--- config.mk ---
export PLATFORM = sky130hd
export DESIGN_NAME = positional_list_insert_delete
export DESIGN_NICKNAME = d
export VERILOG_FILES = /design/src/plid_pkg.sv /design/src/plid_cell.sv /design/src/positional_list_insert_delete.sv
export VERILOG_INCLUDE_DIRS = /design/src /design/src/src
export SDC_FILE = /design/constraint.sdc
export NUM_CORES = 1
export LEC_CHECK = 0
export ABC_CLOCK_PERIOD_IN_PS = 6700
export BUFFER_PORTS_ARGS = -buffer_cell sky130_fd_sc_hd__buf_2
export CAP_MARGIN = 40
export CORE_ASPECT_RATIO = 1.5
export CORE_MARGIN = 2
export CORE_UTILIZATION = 51
export CTS_CLUSTER_DIAMETER = 80
export DETAILED_ROUTE_END_ITERATION = 6
export GPL_TIMING_DRIVEN = 1
export PLACE_DENSITY = 0.67
export SLEW_MARGIN = 20
export SYNTH_ARGS = -nofsm -noshare
export SYNTH_HDL_FRONTEND = slang
export SYNTH_SLANG_ARGS = --single-unit
--- constraint.sdc ---
create_clock -name clk -period 6.7 [get_ports clk]
set_input_delay 1.34 -clock clk [delete_from_list [all_inputs] [get_ports clk]]
set_output_delay 1.34 -clock clk [all_outputs]
set_load 0.05 [all_outputs]
--- src/positional_list_insert_delete_macros.svh ---
// Assertion macros used by the positional list top level.
`ifndef POSITIONAL_LIST_INSERT_DELETE_MACROS_SVH
`define POSITIONAL_LIST_INSERT_DELETE_MACROS_SVH

// Checked on every rising edge outside of reset.
`define PLID_ASSERT(label, prop, msg) \
  label: assert property (@(posedge clk) disable iff (rst) prop) else $error(msg);

// Checked on every rising edge, reset included.
`define PLID_ASSERT_ALWAYS(label, prop, msg) \
  label: assert property (@(posedge clk) prop) else $error(msg);

`endif

--- src/plid_pkg.sv ---
// Types and constants of the positional list.
package plid_pkg;

  localparam int DEPTH_DEFAULT = 16;
  localparam int DATA_W        = 32;
  localparam int POS_W         = 8;
  localparam int LEN_W         = 5;

  localparam logic CMD_INSERT = 1'b0;
  localparam logic CMD_DELETE = 1'b1;

  typedef enum logic [2:0] {
    ST_OK      = 3'd0,
    ST_INVALID = 3'd1,
    ST_BEYOND  = 3'd2,
    ST_EMPTY   = 3'd3,
    ST_FULL    = 3'd4
  } status_t;

  typedef struct packed {
    logic                     command;
    logic signed [POS_W-1:0]  position;
    logic signed [DATA_W-1:0] value_in;
  } req_t;

  typedef struct packed {
    status_t                  status;
    logic signed [DATA_W-1:0] removed_value;
    logic [LEN_W-1:0]         length;
  } rsp_t;

  typedef struct packed {
    logic ins;
    logic del;
  } op_t;

endpackage

--- src/plid_cell.sv ---
// One list slot: keeps its entry, or takes it from a neighbor or the request.
module plid_cell #(
  parameter int INDEX = 0,
  parameter int IW    = 4
) (
  input  logic                              clk,
  input  plid_pkg::op_t                     op,
  input  logic [IW-1:0]                     idx,
  input  logic signed [plid_pkg::DATA_W-1:0] value,
  input  logic signed [plid_pkg::DATA_W-1:0] left_data,
  input  logic signed [plid_pkg::DATA_W-1:0] right_data,
  output logic signed [plid_pkg::DATA_W-1:0] data
);

  localparam logic [IW-1:0] MY_INDEX = IW'(INDEX);

  always_ff @(posedge clk) begin
    if (op.ins) begin
      if (MY_INDEX > idx) begin
        data <= left_data;
      end else if (MY_INDEX == idx) begin
        data <= value;
      end
    end else if (op.del) begin
      if (MY_INDEX >= idx) begin
        data <= right_data;
      end
    end
  end

endmodule

--- src/positional_list_insert_delete.sv ---
// Top level of the positional insert/delete list built from a row of slot cells.
//
//   channel   direction  handshake                       payload
//   request   in         start high and busy low         request (plid_pkg::req_t)
//   result    out        done high for one cycle         result  (plid_pkg::rsp_t)
//
// One request is taken in every cycle while busy is low; its result is registered and appears in the cycle after.
// Every slot compares its own index with the position and shifts in the same cycle.
// Busy is high only while reset is asserted.
// Reset clears the entry count; slot contents stay undefined until written.
// The receiver cannot stall, so nothing ever holds a result back.
`include "positional_list_insert_delete_macros.svh"

module positional_list_insert_delete #(
  parameter int DEPTH = plid_pkg::DEPTH_DEFAULT
) (
  input  logic             clk,
  input  logic             rst,
  input  logic             start,
  output logic             busy,
  input  plid_pkg::req_t   request,
  output logic             done,
  output plid_pkg::rsp_t   result
);

  localparam int CW = $clog2(DEPTH + 1);
  localparam int IW = (DEPTH > 1) ? $clog2(DEPTH) : 1;
  localparam int WW = ((CW > plid_pkg::POS_W) ? CW : plid_pkg::POS_W) + 1;
  localparam logic [CW-1:0] FULL_COUNT = CW'(DEPTH);

  logic [CW-1:0]                      count;
  logic [CW-1:0]                      count_next;
  logic                               accept;
  logic signed [WW-1:0]               pos_w;
  logic signed [WW-1:0]               pos_m1;
  logic signed [WW-1:0]               cnt_w;
  logic                               ins_ok;
  logic                               del_ok;
  logic [IW-1:0]                      idx;
  plid_pkg::op_t                      op;
  plid_pkg::status_t                  status_next;
  logic signed [plid_pkg::DATA_W-1:0] removed_next;
  logic signed [plid_pkg::DATA_W-1:0] cell_q [DEPTH];

  assign busy   = rst;
  assign accept = start && !busy;
  assign pos_w  = WW'(request.position);
  assign pos_m1 = pos_w - WW'(1);
  assign cnt_w  = WW'(count);

  always_comb begin
    status_next = plid_pkg::ST_OK;
    ins_ok      = 1'b0;
    del_ok      = 1'b0;
    if (request.command == plid_pkg::CMD_INSERT) begin
      if (pos_w < 0) begin
        status_next = plid_pkg::ST_INVALID;
      end else if (pos_w > cnt_w) begin
        status_next = plid_pkg::ST_BEYOND;
      end else if (count == FULL_COUNT) begin
        status_next = plid_pkg::ST_FULL;
      end else begin
        ins_ok = 1'b1;
      end
    end else begin
      if (count == '0) begin
        status_next = plid_pkg::ST_EMPTY;
      end else if (pos_w <= 0 || pos_w > cnt_w) begin
        status_next = plid_pkg::ST_INVALID;
      end else begin
        del_ok = 1'b1;
      end
    end
  end

  assign idx    = (request.command == plid_pkg::CMD_DELETE) ? pos_m1[IW-1:0] : pos_w[IW-1:0];
  assign op.ins = accept && ins_ok;
  assign op.del = accept && del_ok;
  assign removed_next = del_ok ? cell_q[idx] : '0;

  always_comb begin
    count_next = count;
    if (op.ins) begin
      count_next = count + CW'(1);
    end else if (op.del) begin
      count_next = count - CW'(1);
    end
  end

  for (genvar i = 0; i < DEPTH; i++) begin : g_cell
    logic signed [plid_pkg::DATA_W-1:0] left_data;
    logic signed [plid_pkg::DATA_W-1:0] right_data;
    if (i == 0) begin : g_first
      assign left_data = '0;
    end else begin : g_left
      assign left_data = cell_q[i-1];
    end
    if (i == DEPTH - 1) begin : g_last
      assign right_data = '0;
    end else begin : g_right
      assign right_data = cell_q[i+1];
    end
    plid_cell #(
      .INDEX (i),
      .IW    (IW)
    ) u_cell (
      .clk        (clk),
      .op         (op),
      .idx        (idx),
      .value      (request.value_in),
      .left_data  (left_data),
      .right_data (right_data),
      .data       (cell_q[i])
    );
  end

  always_ff @(posedge clk) begin
    if (rst) begin
      count <= '0;
      done  <= 1'b0;
    end else begin
      count <= count_next;
      done  <= accept;
    end
  end

  always_ff @(posedge clk) begin
    if (accept) begin
      result.status        <= status_next;
      result.removed_value <= removed_next;
      result.length        <= plid_pkg::LEN_W'(count_next);
    end
  end

  `PLID_ASSERT_ALWAYS(a_count_bound, rst || count <= FULL_COUNT, "entry count exceeds depth")
  `PLID_ASSERT(a_done_follows, done == $past(start && !busy), "done does not follow a request")
  `PLID_ASSERT(a_len_match, done |-> result.length == plid_pkg::LEN_W'(count), "length mismatch")
  `PLID_ASSERT(a_fail_keeps, done && result.status != plid_pkg::ST_OK |-> count == $past(count),
    "failed request changed the count")
  `PLID_ASSERT(a_count_moves, count != $past(count) |-> done, "count changed without a result")

endmodule

==> qor.txt <==
Outcome: finished clean
Nets@finish: 2,726
WP data arrival: 5.28 ns
Setup WS post-layout: 1.75 ns
GPL Wtd Cong: 0.827
Dpl ws: 1.21 ns
TritonCTS clock tree: built
DRC Markers: 0
Hold buffer count at CTS: 0
Tcrit/Tclk final: 73.9%
Synth Cell Area: 32,600 um2
Hold Crit Class: reg -> reg
Buffers on Ports: 85
Mapped Nets: 2,803
Initial antenna violation count: 5
Layout Area Growth over Synthesis: 9.10%
FFs w/ async S/R, synth: 0%
CTS-repair resized insts: 0
WL final: 106,000 um
CTS Sinks: 558
Die Span Y: 313 um
Vias in the first global route: 24,800
Seq/Total Area, Yosys: 51.3%
P per Cell Area: 232 nW/um2
R2R Setup Slk: 2.74 ns
Clock transition at path regs: 0.06 ns
Peak supply drop: 214 uV
Static Leakage: 0.0121 uW
Top cells by area, synth: edfxtp_1 (51%), a21oi_1 (14%), mux2i_1 (13%)
Core area: 63,200 um2
Num CTS Buffers: 55
Critical Path RT: 7.03 ns
Detailed Place HPWL: 60,200 um
Area leader, netlist: edfxtp_1
Synthesized area per cell: 11.8 um2
Remaining Overflow, GRT: 0
CTS HTree Levels: 2
Post-CTS Setup Repair Bufs: 0
Min cycle time layout: 4.95 ns
Largest net degree at the start of global routing: 170
Clock tree root driver cell: clkbuf_16
First-pass DRT Iterations: 6
Tot Pwr: 8240 uW
Yosys cell types: 63
Synth Instances: 2,751
Setup TNS: 0 ns
Worst skew pair latency: 0.64 ns
First-pass GRT wire length: 158,000 um
Synth Warn #: 0
GR Util All Layers: 31.9%
# setup viols final: 0
Iteration-0 DRC Markers: 3,211
Slew @ Worst Pin: 1.03 ns
Number of synthesized flops with an enable pin: 552
Crit. End Element: flop
Cells after DPL: 3,421
Final-report hold violation count: 0
Critical Setup Path Class: in -> reg
Setup Skew: 0.0214 ns
Synthesis-stage register bit count: 558
Fmax: 202 MHz
Area share of the largest cell type after synthesis: 50.9%
Post-route ant nets: 0
Worst-path maximum fanout: 19
Clock buffer depth: 3
Die width: 210 um
Routed len/inst: 30.1 um
Rows: 113
Total of max-cap violations: 0
Max Slew Vio Count: 0
Initial Utilization: 51.5%
Startpoint Class: primary input
Synth Flop Type: edfxtp_1
Layout cells sized above 1: 16.8%
Die ar.: 65,900 um2
Vias per inst: 7.13
Total I/O pin count: 86
Via count: 25,200
Slew HR: 31.6%
Fin cells: 3,529
RSZ-0062 raised after global routing: false
[placed cells by master (no fill, tap or decap), drive strengths merged, types with 10 or more instances in the layout]
cell type and count:
a21oi 942, a22oi 64, a31oi 33, buf 163
clkbuf 62, clkinv 33, edfxtp 552, inv 13
mux2 34, mux2i 426, mux4 128, nand2 140
nor2 23, o21ai 10
[worst max-delay path: stages]
cell,delay (ns)
buf_2,0.44
inv_1,0.22
ha_1,0.35
nor4b_1,0.20
and2_1,0.18
a2111oi_2,0.56
nand2_1,0.59
buf_4,0.36
nor2_4,0.70
buf_12,0.28
[metal layers]
layer  wire length [um]  GRT usage (%)  vias up
met5                 23              0        -
met4               6870           18.7        4
met3              10200           4.47      393
met2              51400           52.4     1686
met1              37800           40.7    12500
li1                   -              -    10600
[final cells by class]
type / instances / area (um2)
diodes: 4 / 10.0
clock buffers: 62 / 1450
clock inverters: 41 / 325
fillers: 5201 / 27700
inverters: 13 / 48.8
multi-input cells: 1883 / 14600
flip-flops and latches: 558 / 16700
well taps: 805 / 1010
repair buffers: 163 / 1370
[flip-flops by register name (all words and copies together), names as in the netlist]
name                count
g_cell.u_cell.data    512
result                 40
count                   5
done                    1
[cells in the mapped netlist, types with 4 or more instances]
cell	n
a21oi_1	938
a22oi_1	64
a31oi_1	33
and3_1	4
buf_1	8
buf_2	124
buf_4	11
buf_6	15
clkbuf_1	138
dfxtp_1	6
edfxtp_1	552
ha_1	8
inv_1	13
mux2_2	34
mux2i_1	426
mux4_2	128
nand2_1	140
nand2b_1	4
nand3_1	5
nor2_1	20
nor3_1	7
o21ai_0	7
or3_1	4
[metrics by stage]
stage	utilization [%]	hold slack [ns]	area, um2
global route	56.2	0.620	35500
global placement	53.1	0.543	33600
detailed placement	53.3	0.565	33700
floorplan	-	0.504	32600
CTS	56.2	0.575	35500
finish	56.2	0.579	35500
[power by group]
part	switching [uW]	internal, uW
clock network	1430	1740
logic	768	434
registers	22.4	3840
total	2230	6020
[final timing paths]
check              start                        end  depth (start not counted)
max reg2reg     count[1]   g_cell[6].u_cell.data[5]                          9
min             count[4]                   count[4]                          2
min reg2reg     count[4]                   count[4]                          2
max          request[32]  g_cell[9].u_cell.data[24]                         10
[kinds of logic after synthesis]
group | count (synthesis) | synth area share, %
muxes | 588 | 23.1
DFF | 558 | 51.3
xor gates and xnor gates | 8 | 0.342
AOI/OAI and AO/OA | 1073 | 17.5
buffers and inverters | 310 | 4.53
and+or+nand+nor | 206 | 2.87
adders and majority gates | 8 | 0.307
Note: power is estimated with default switching activity, not from simulation.
